<file path="src/design/ohlc_pkg.sv">
// Shared types and constants for the OHLC candle aggregator.
package ohlc_pkg;

    localparam int TimeW   = 32;
    localparam int PriceW  = 32;
    localparam int SizeW   = 32;
    localparam int VolW    = 48;
    localparam int FrameW  = 17;
    localparam int StepW   = 5;

    localparam logic [FrameW-1:0] FrameReset = FrameW'(60);
    localparam logic [VolW-1:0]   VolMax     = {VolW{1'b1}};

    typedef enum logic [1:0] {
        ST_IDLE,
        ST_DIV,
        ST_UPD
    } seq_state_t;

    typedef struct packed {
        logic [VolW-1:0]   volume;
        logic [PriceW-1:0] close;
        logic [PriceW-1:0] low;
        logic [PriceW-1:0] high;
        logic [PriceW-1:0] open;
    } bar_t;

    // sequencer -> bar state
    typedef struct packed {
        logic              apply;
        logic [TimeW-1:0]  period;
        logic [PriceW-1:0] price;
        logic [SizeW-1:0]  size;
    } bar_cmd_t;

    // bar state -> sequencer
    typedef struct packed {
        logic is_new;
        logic started;
    } bar_stat_t;

endpackage

</file>
<file path="src/design/ohlc_candle_aggregator_top.sv">
// Top level: tick intake, sequencer, config register and bar output register.
//
//  channel | direction | handshake           | payload
//  s_*     | in        | s_tvalid/s_tready   | s_tdata: tick_time, tick_price, tick_size
//  m_*     | out       | m_tvalid/m_tready   | m_tdata: bar_open/high/low/close, bar_volume
//  cfg_*   | in        | cfg_valid/cfg_ready | cfg_data: frame_seconds
//
// An item is accepted, then its time goes through the bit-serial remainder unit
// (one time bit per cycle); the remainder is handed over and the bar is updated.
// A finished bar sits in the output register; the next item is accepted meanwhile
// and only the update step of a bar-closing item waits for that register to empty.
// Reset clears the bar state and sets frame_seconds to 60.
module ohlc_candle_aggregator_top
    import ohlc_pkg::*;
(
    input  logic                     clk,
    input  logic                     rst_n,
    input  logic                     s_tvalid,
    output logic                     s_tready,
    input  logic [95:0]              s_tdata,   // tick_time, tick_price, tick_size
    output logic                     m_tvalid,
    input  logic                     m_tready,
    output logic [175:0]             m_tdata,   // bar_open, bar_high, bar_low, bar_close, bar_volume
    input  logic                     cfg_valid,
    output logic                     cfg_ready,
    input  logic [FrameW-1:0]        cfg_data   // frame_seconds
);

    seq_state_t        state_reg, state_next;
    logic [FrameW-1:0] frame_reg;
    logic [TimeW-1:0]  time_reg;
    logic [PriceW-1:0] price_reg;
    logic [SizeW-1:0]  size_reg;
    logic              out_valid_reg;
    bar_t              out_bar_reg;

    logic              rem_start, rem_busy, rem_done;
    logic [FrameW-1:0] rem_val;
    logic [FrameW-1:0] divisor;
    logic              accept, stall, apply, emit;
    bar_cmd_t          cmd;
    bar_stat_t         stat;
    bar_t              cur;

    assign cfg_ready = 1'b1;
    assign divisor   = (frame_reg == '0) ? FrameW'(1) : frame_reg;
    assign accept    = s_tvalid & s_tready;
    assign emit      = stat.is_new & stat.started;
    // a closing bar waits while the previous one has not been taken
    assign stall     = emit & out_valid_reg & ~m_tready;

    ohlc_rem u_rem (
        .clk      (clk),
        .rst_n    (rst_n),
        .start    (rem_start),
        .dividend (s_tdata[31:0]),
        .divisor  (divisor),
        .busy     (rem_busy),
        .done     (rem_done),
        .rem      (rem_val)
    );

    assign cmd.apply  = apply;
    assign cmd.period = time_reg - TimeW'(rem_val);
    assign cmd.price  = price_reg;
    assign cmd.size   = size_reg;

    ohlc_bar u_bar (
        .clk   (clk),
        .rst_n (rst_n),
        .cmd   (cmd),
        .stat  (stat),
        .cur   (cur)
    );

    always_comb
    begin
        state_next = state_reg;
        case (state_reg)
            ST_IDLE:
                if (accept)
                    state_next = ST_DIV;
            ST_DIV:
                if (rem_done)
                    state_next = ST_UPD;
            ST_UPD:
                if (!stall)
                    state_next = ST_IDLE;
            default:
                state_next = ST_IDLE;
        endcase
    end

    always_comb
    begin
        s_tready  = 1'b0;
        rem_start = 1'b0;
        apply     = 1'b0;
        case (state_reg)
            ST_IDLE:
            begin
                s_tready  = 1'b1;
                rem_start = s_tvalid;
            end
            ST_DIV:
                ;
            ST_UPD:
                apply = ~stall;
            default:
                ;
        endcase
    end

    always_ff @(posedge clk or negedge rst_n)
    begin
        if (!rst_n)
        begin
            state_reg     <= ST_IDLE;
            frame_reg     <= FrameReset;
            out_valid_reg <= 1'b0;
        end
        else
        begin
            state_reg <= state_next;
            if (cfg_valid && cfg_ready)
                frame_reg <= cfg_data;
            if (apply && emit)
                out_valid_reg <= 1'b1;
            else if (m_tready)
                out_valid_reg <= 1'b0;
        end
    end

    always_ff @(posedge clk)
    begin
        if (accept)
        begin
            time_reg  <= s_tdata[31:0];
            price_reg <= s_tdata[63:32];
            size_reg  <= s_tdata[95:64];
        end
        if (apply && emit)
            out_bar_reg <= cur;
    end

    assign m_tvalid = out_valid_reg;
    assign m_tdata  = out_bar_reg;

    a_idle_unit_quiet: assert property (@(posedge clk) disable iff (!rst_n)
        state_reg == ST_IDLE |-> !rem_busy)
        else $error("remainder unit running while idle");

    a_done_in_div: assert property (@(posedge clk) disable iff (!rst_n)
        rem_done |-> state_reg == ST_DIV)
        else $error("remainder done outside divide state");

    a_emit_loads_out: assert property (@(posedge clk) disable iff (!rst_n)
        apply && emit |=> out_valid_reg)
        else $error("finished bar not presented");

endmodule

</file>
<file path="src/design/ohlc_rem.sv">
// Bit-serial restoring remainder unit: one dividend bit per cycle.
module ohlc_rem
    import ohlc_pkg::*;
(
    input  logic              clk,
    input  logic              rst_n,
    input  logic              start,
    input  logic [TimeW-1:0]  dividend,
    input  logic [FrameW-1:0] divisor,
    output logic              busy,
    output logic              done,
    output logic [FrameW-1:0] rem
);

    logic              busy_reg, busy_next;
    logic              done_reg, done_next;
    logic [StepW-1:0]  cnt_reg, cnt_next;
    logic [TimeW-1:0]  dvd_reg, dvd_next;
    logic [FrameW-1:0] div_reg, div_next;
    logic [FrameW-1:0] rem_reg, rem_next;
    logic [FrameW:0]   trial;

    always_comb
    begin
        busy_next = busy_reg;
        done_next = 1'b0;
        cnt_next  = cnt_reg;
        dvd_next  = dvd_reg;
        div_next  = div_reg;
        rem_next  = rem_reg;
        trial     = {rem_reg, dvd_reg[TimeW-1]};
        if (start)
        begin
            busy_next = 1'b1;
            cnt_next  = StepW'(TimeW - 1);
            dvd_next  = dividend;
            div_next  = divisor;
            rem_next  = '0;
        end
        else if (busy_reg)
        begin
            if (trial >= {1'b0, div_reg})
                rem_next = FrameW'(trial - {1'b0, div_reg});
            else
                rem_next = trial[FrameW-1:0];
            dvd_next = {dvd_reg[TimeW-2:0], 1'b0};
            cnt_next = cnt_reg - StepW'(1);
            if (cnt_reg == '0)
            begin
                busy_next = 1'b0;
                done_next = 1'b1;
            end
        end
    end

    always_ff @(posedge clk or negedge rst_n)
    begin
        if (!rst_n)
        begin
            busy_reg <= 1'b0;
            done_reg <= 1'b0;
            cnt_reg  <= '0;
        end
        else
        begin
            busy_reg <= busy_next;
            done_reg <= done_next;
            cnt_reg  <= cnt_next;
        end
    end

    always_ff @(posedge clk)
    begin
        dvd_reg <= dvd_next;
        div_reg <= div_next;
        rem_reg <= rem_next;
    end

    assign busy = busy_reg;
    assign done = done_reg;
    assign rem  = rem_reg;

    // remainder is below the divisor when a run signals done
    a_rem_below_div: assert property (@(posedge clk) disable iff (!rst_n)
        done_reg |-> rem_reg < div_reg)
        else $error("remainder not below divisor");

    a_done_after_busy: assert property (@(posedge clk) disable iff (!rst_n)
        done_reg |-> $past(busy_reg))
        else $error("done without a running division");

endmodule

</file>
<file path="src/design/ohlc_bar.sv">
// Bar in progress: period tracking and open/high/low/close/volume update.
module ohlc_bar
    import ohlc_pkg::*;
(
    input  logic      clk,
    input  logic      rst_n,
    input  bar_cmd_t  cmd,
    output bar_stat_t stat,
    output bar_t      cur
);

    logic [TimeW-1:0] last_reg, last_next;
    logic             started_reg, started_next;
    bar_t             bar_reg, bar_next;
    logic             is_new;
    logic [VolW:0]    vol_sum;

    assign is_new  = cmd.period > last_reg;
    assign vol_sum = {1'b0, bar_reg.volume} + (VolW+1)'(cmd.size);

    always_comb
    begin
        last_next    = last_reg;
        started_next = started_reg;
        bar_next     = bar_reg;
        if (cmd.apply)
        begin
            if (is_new)
            begin
                last_next       = cmd.period;
                started_next    = 1'b1;
                bar_next.open   = cmd.price;
                bar_next.high   = cmd.price;
                bar_next.low    = cmd.price;
                bar_next.close  = cmd.price;
                bar_next.volume = VolW'(cmd.size);
            end
            else
            begin
                bar_next.close = cmd.price;
                if (cmd.price < bar_reg.low)
                    bar_next.low = cmd.price;
                else if (cmd.price > bar_reg.high)
                    bar_next.high = cmd.price;
                bar_next.volume = vol_sum[VolW] ? VolMax : vol_sum[VolW-1:0];
            end
        end
    end

    always_ff @(posedge clk or negedge rst_n)
    begin
        if (!rst_n)
        begin
            last_reg    <= '0;
            started_reg <= 1'b0;
            bar_reg     <= '0;
        end
        else
        begin
            last_reg    <= last_next;
            started_reg <= started_next;
            bar_reg     <= bar_next;
        end
    end

    assign stat.is_new  = is_new;
    assign stat.started = started_reg;
    assign cur          = bar_reg;

    a_started_sticky: assert property (@(posedge clk) disable iff (!rst_n)
        $past(started_reg) |-> started_reg)
        else $error("started flag cleared");

endmodule

</file>
<file path="config.mk">
export PLATFORM = sky130hd
export DESIGN_NAME = ohlc_candle_aggregator_top
export DESIGN_NICKNAME = d
export VERILOG_FILES = /design/src/design/ohlc_pkg.sv /design/src/design/ohlc_candle_aggregator_top.sv /design/src/design/ohlc_rem.sv /design/src/design/ohlc_bar.sv
export SDC_FILE = /design/constraint.sdc
export NUM_CORES = 1
export LEC_CHECK = 0
export ABC_AREA = 1
export BUFFER_PORTS_ARGS = -buffer_cell sky130_fd_sc_hd__buf_2
export CELL_PAD_IN_SITES_DETAIL_PLACEMENT = 0
export CELL_PAD_IN_SITES_GLOBAL_PLACEMENT = 2
export CORE_MARGIN = 4
export CORE_UTILIZATION = 25
export DETAILED_ROUTE_END_ITERATION = 6
export PLACE_DENSITY_LB_ADDON = 0.12
export SYNTH_ARGS = -nofsm -noshare
export SYNTH_HDL_FRONTEND = slang
export SYNTH_SLANG_ARGS = --single-unit
</file>
<file path="constraint.sdc">
create_clock -name clk -period 11.02 [get_ports clk]
set_input_delay 2.204 -clock clk [delete_from_list [all_inputs] [get_ports clk]]
set_output_delay 2.204 -clock clk [all_outputs]
set_load 0.005 [all_outputs]
</file>
==> results.py <==
metrics = {
    "placement": {
        "globalplace.congestion": 0.789,
        "numPortBuffers": 295,
        "place_hpwl_um": 66700,
        "placed_cells": 4850,
    },
    "timing": {
        "relSlewSlack_pct": 26.1,
        "rsz0062_at_grt": "false",
        "fin_crit_ns": 6.45,
        "setup_violations": 0,
        "clock_skew_ns": 0.0413,
        "drv_slew": 0,
        "tightest_slew_ns": 1.11,
        "max_freq_mhz": 155,
        "setup_tns_ns": 0,
        "finalHoldViolCount": 0,
        "finalCritPeriodShare_pct": 58.5,
    },
    "synthesis": {
        "netlist.area_leader.share_pct": 34.0,
        "netlist_instances": 3133,
        "yosys_register_bits": 574,
        "synth_seq_area_share_pct": 56.1,
        "synth.avg_cell_area_um2": 9.04,
        "syn-num-nets": 3417,
        "synth-async-reset-ratio_pct": 41.1,
        "synth_edf_count": 321,
        "yosysWarnings": 0,
        "netlist_area_mm2": 0.0283,
        "yosysTopAreaCell": "edfxtp_1",
        "yosysUniqueCellTypes": 46,
        "netlist_top_cells_area": "edfxtp_1 34%, dfrtp_1 20%, nand2_1 15%, ha_1 7.2%, inv_1 4.8%",
        "ys.flop_type": "edfxtp_1",
    },
    "die": {
        "fp.dieW_um": 345,
        "row_count": 123,
        "coreArea_mm2": 0.112,
        "die_h_um": 345,
        "dieArea_mm2": 0.119,
        "io_pins": 297,
        "start_util_pct": 25.2,
    },
    "critical_path": {
        "path_cells": "inv_1 -> ha_1 -> nand2_1 -> o21ai_0 -> a21oi_1 -> nand2_1 -> nand2_1 -> nand2_1 -> xor2_1 -> ha_1 -> nand2_1 -> a21oi_1 -> o21ai_0 -> nand2_1 -> a21oi_1 -> nand2_1 -> nand3_2 -> nand2_4 -> buf_4 -> nor2_4 -> buf_12",
        "critPathMaxStageDelay_ns": 0.89,
        "end_kind": "flip-flop",
        "critPathLaunchType": "flip-flop",
        "critPathTopFamily": "simple AND/OR/NAND/NOR gates",
        "slowest_stage": "nor2_4",
        "crit_type": "flip-flop to flip-flop",
        "path_buf_inv": 3,
        "crit_top_cell": "nand2_1",
        "worstPathMaxFanout": 147,
        "cp.arrival_ns": 6.70,
        "cp.required_ns": 11.28,
    },
    "global_routing": {
        "grt_pass1_vias": 22500,
        "gr-usage-met1_pct": 21.1,
        "busiest_layer": "met2",
        "met3_usage_pct": 2.58,
        "grt_overflow_total": 0,
        "grt.total_usage_pct": 15.4,
        "antenna_found_initial": 5,
        "grt_pass1_wl_um": 139000,
        "grt_max_degree": 148,
        "global_route.usage.met2_pct": 25.4,
    },
    "route": {
        "antenna_left": 0,
        "wl_per_cell_um": 18.5,
        "drc": 0,
        "dr_total_vias": 21600,
        "drt_first_iter_violations": 1180,
        "routed_wl_um": 92100,
        "drt_pre_antenna_iters": 7,
        "vias_per_cell": 4.34,
    },
    "clock_tree": {
        "cts_root_buffer": "clkbuf_16",
        "cts_tree": "done",
        "h-tree-depth": 3,
        "cts.sinks": 574,
        "postCtsSetupBuffers": 0,
        "cts_hold_buf": 0,
        "path_clk_slew_ns": 0.06,
        "insertion_delay_ns": 0.65,
        "cts_resized": 0,
        "cts_made_buffers": 73,
        "clockBufferDepth": 3,
    },
    "final_layout": {
        "num-fill-cells": 11900,
        "layout_commonest_cell": "nand2_1",
        "drive_above_1_share_pct": 13.2,
        "nets": 3709,
        "syn_to_final_growth_pct": 19.2,
        "final_cell_mix": "1,132 x nand2_1, 362 x inv_1, 321 x edfxtp_1",
        "fin_cells": 4985,
    },
    "hold_path": {
        "hold_class": "flip-flop to flip-flop",
    },
    "pwr": {
        "vdd_drop_max_uv": 114,
        "p_leak_nw": 15.6,
        "power.density_mw_per_mm2": 243,
    },
    "flow_run": {
        "cap_violations": 0,
    },
    "status": {
        "status": "finished, final reports clean",
    },
}
[cells in the mapped netlist, drive strengths merged (3+ instances only)]
cell type	number
nor4	9
buf	49
a21o	9
nor2	182
a31oi	3
nor3	23
fa	3
clkbuf	44
o22ai	12
o21bai	4
o21ai	87
xor2	29
edfxtp	321
o21a	8
inv	366
dfxtp	17
dfstp	4
nand2	1139
mux2	8
dfrtp	232
nand4	28
a21boi	3
nand3	212
xnor2	21
a21oi	114
nand3b	15
ha	163
or2	10
o211ai	9
[routing by layer]
metal  up-vias  part of all wire, %
met4         2                  1.8
met5         -                0.014
met2       393                   46
met1     10400                   48
met3        98                  4.4
li1      10800                    -
[metrics by stage]
step	utilization [%]	instance area [um2]	setup slack, ns	power [mW]	hold slack, ns
2_1_floorplan	-	28300	2.84	4.96	0.425
3_3_place_gp	27.9	31400	4.39	5.93	0.434
3_5_place_dp	27.9	31400	4.37	5.93	0.430
4_1_cts	30.0	33800	4.35	8.37	0.443
5_1_grt	30.0	33800	3.85	8.88	0.460
6_report	30.0	33800	4.57	8.19	0.442
[logic make-up after synthesis]
group | after synthesis | synth area share [%]
AND/OR/NAND/NOR | 1620 | 23.3
flip-flops | 574 | 56.1
buffers and inverters | 460 | 6.46
AO/OA/AOI/OAI | 254 | 4.89
adder cells (fa/ha/maj) | 166 | 7.41
XOR/XNOR | 50 | 1.55
multiplexers | 8 | 0.318
other | 1 | 0.0132
[worst paths after layout]
path                                     from        endpoint  slack (ns)  cells after the start
min in group asynchronous               rst_n   frame_reg[13]        1.51                      1
worst max register to register  u_rem.rem[11]    m_tdata[108]        4.57                     21
worst min register to register  u_bar.cur[98]     m_tdata[98]        0.44                      0
max in group asynchronous               rst_n  u_bar.cur[155]        7.28                      3
worst min-delay path            u_bar.cur[98]     m_tdata[98]        0.44                      0
worst max-delay path            u_rem.rem[11]    m_tdata[108]        4.57                     21
[power by group]
| part | switching (mW) | internal (mW) |
|---|---|---|
| Combinational | 1.84 | 0.934 |
| Sequential | 0.323 | 2.73 |
| Clock | 1.02 | 1.34 |
| Total | 3.18 | 5.00 |
[final cells by class]
type,instances,area [um2],share of cell area [%]
Antenna cell,1,2.50,0.00741
Clock buffer,93,1930,5.72
Clock inverter,41,433,1.28
Inverter,367,1390,4.11
Multi-Input combinational cell,2099,10600,31.5
Sequential cell,574,15900,47.1
Tap cell,1500,1880,5.56
Timing Repair Buffer,310,1610,4.77
Power figures use the tool's default switching activity.
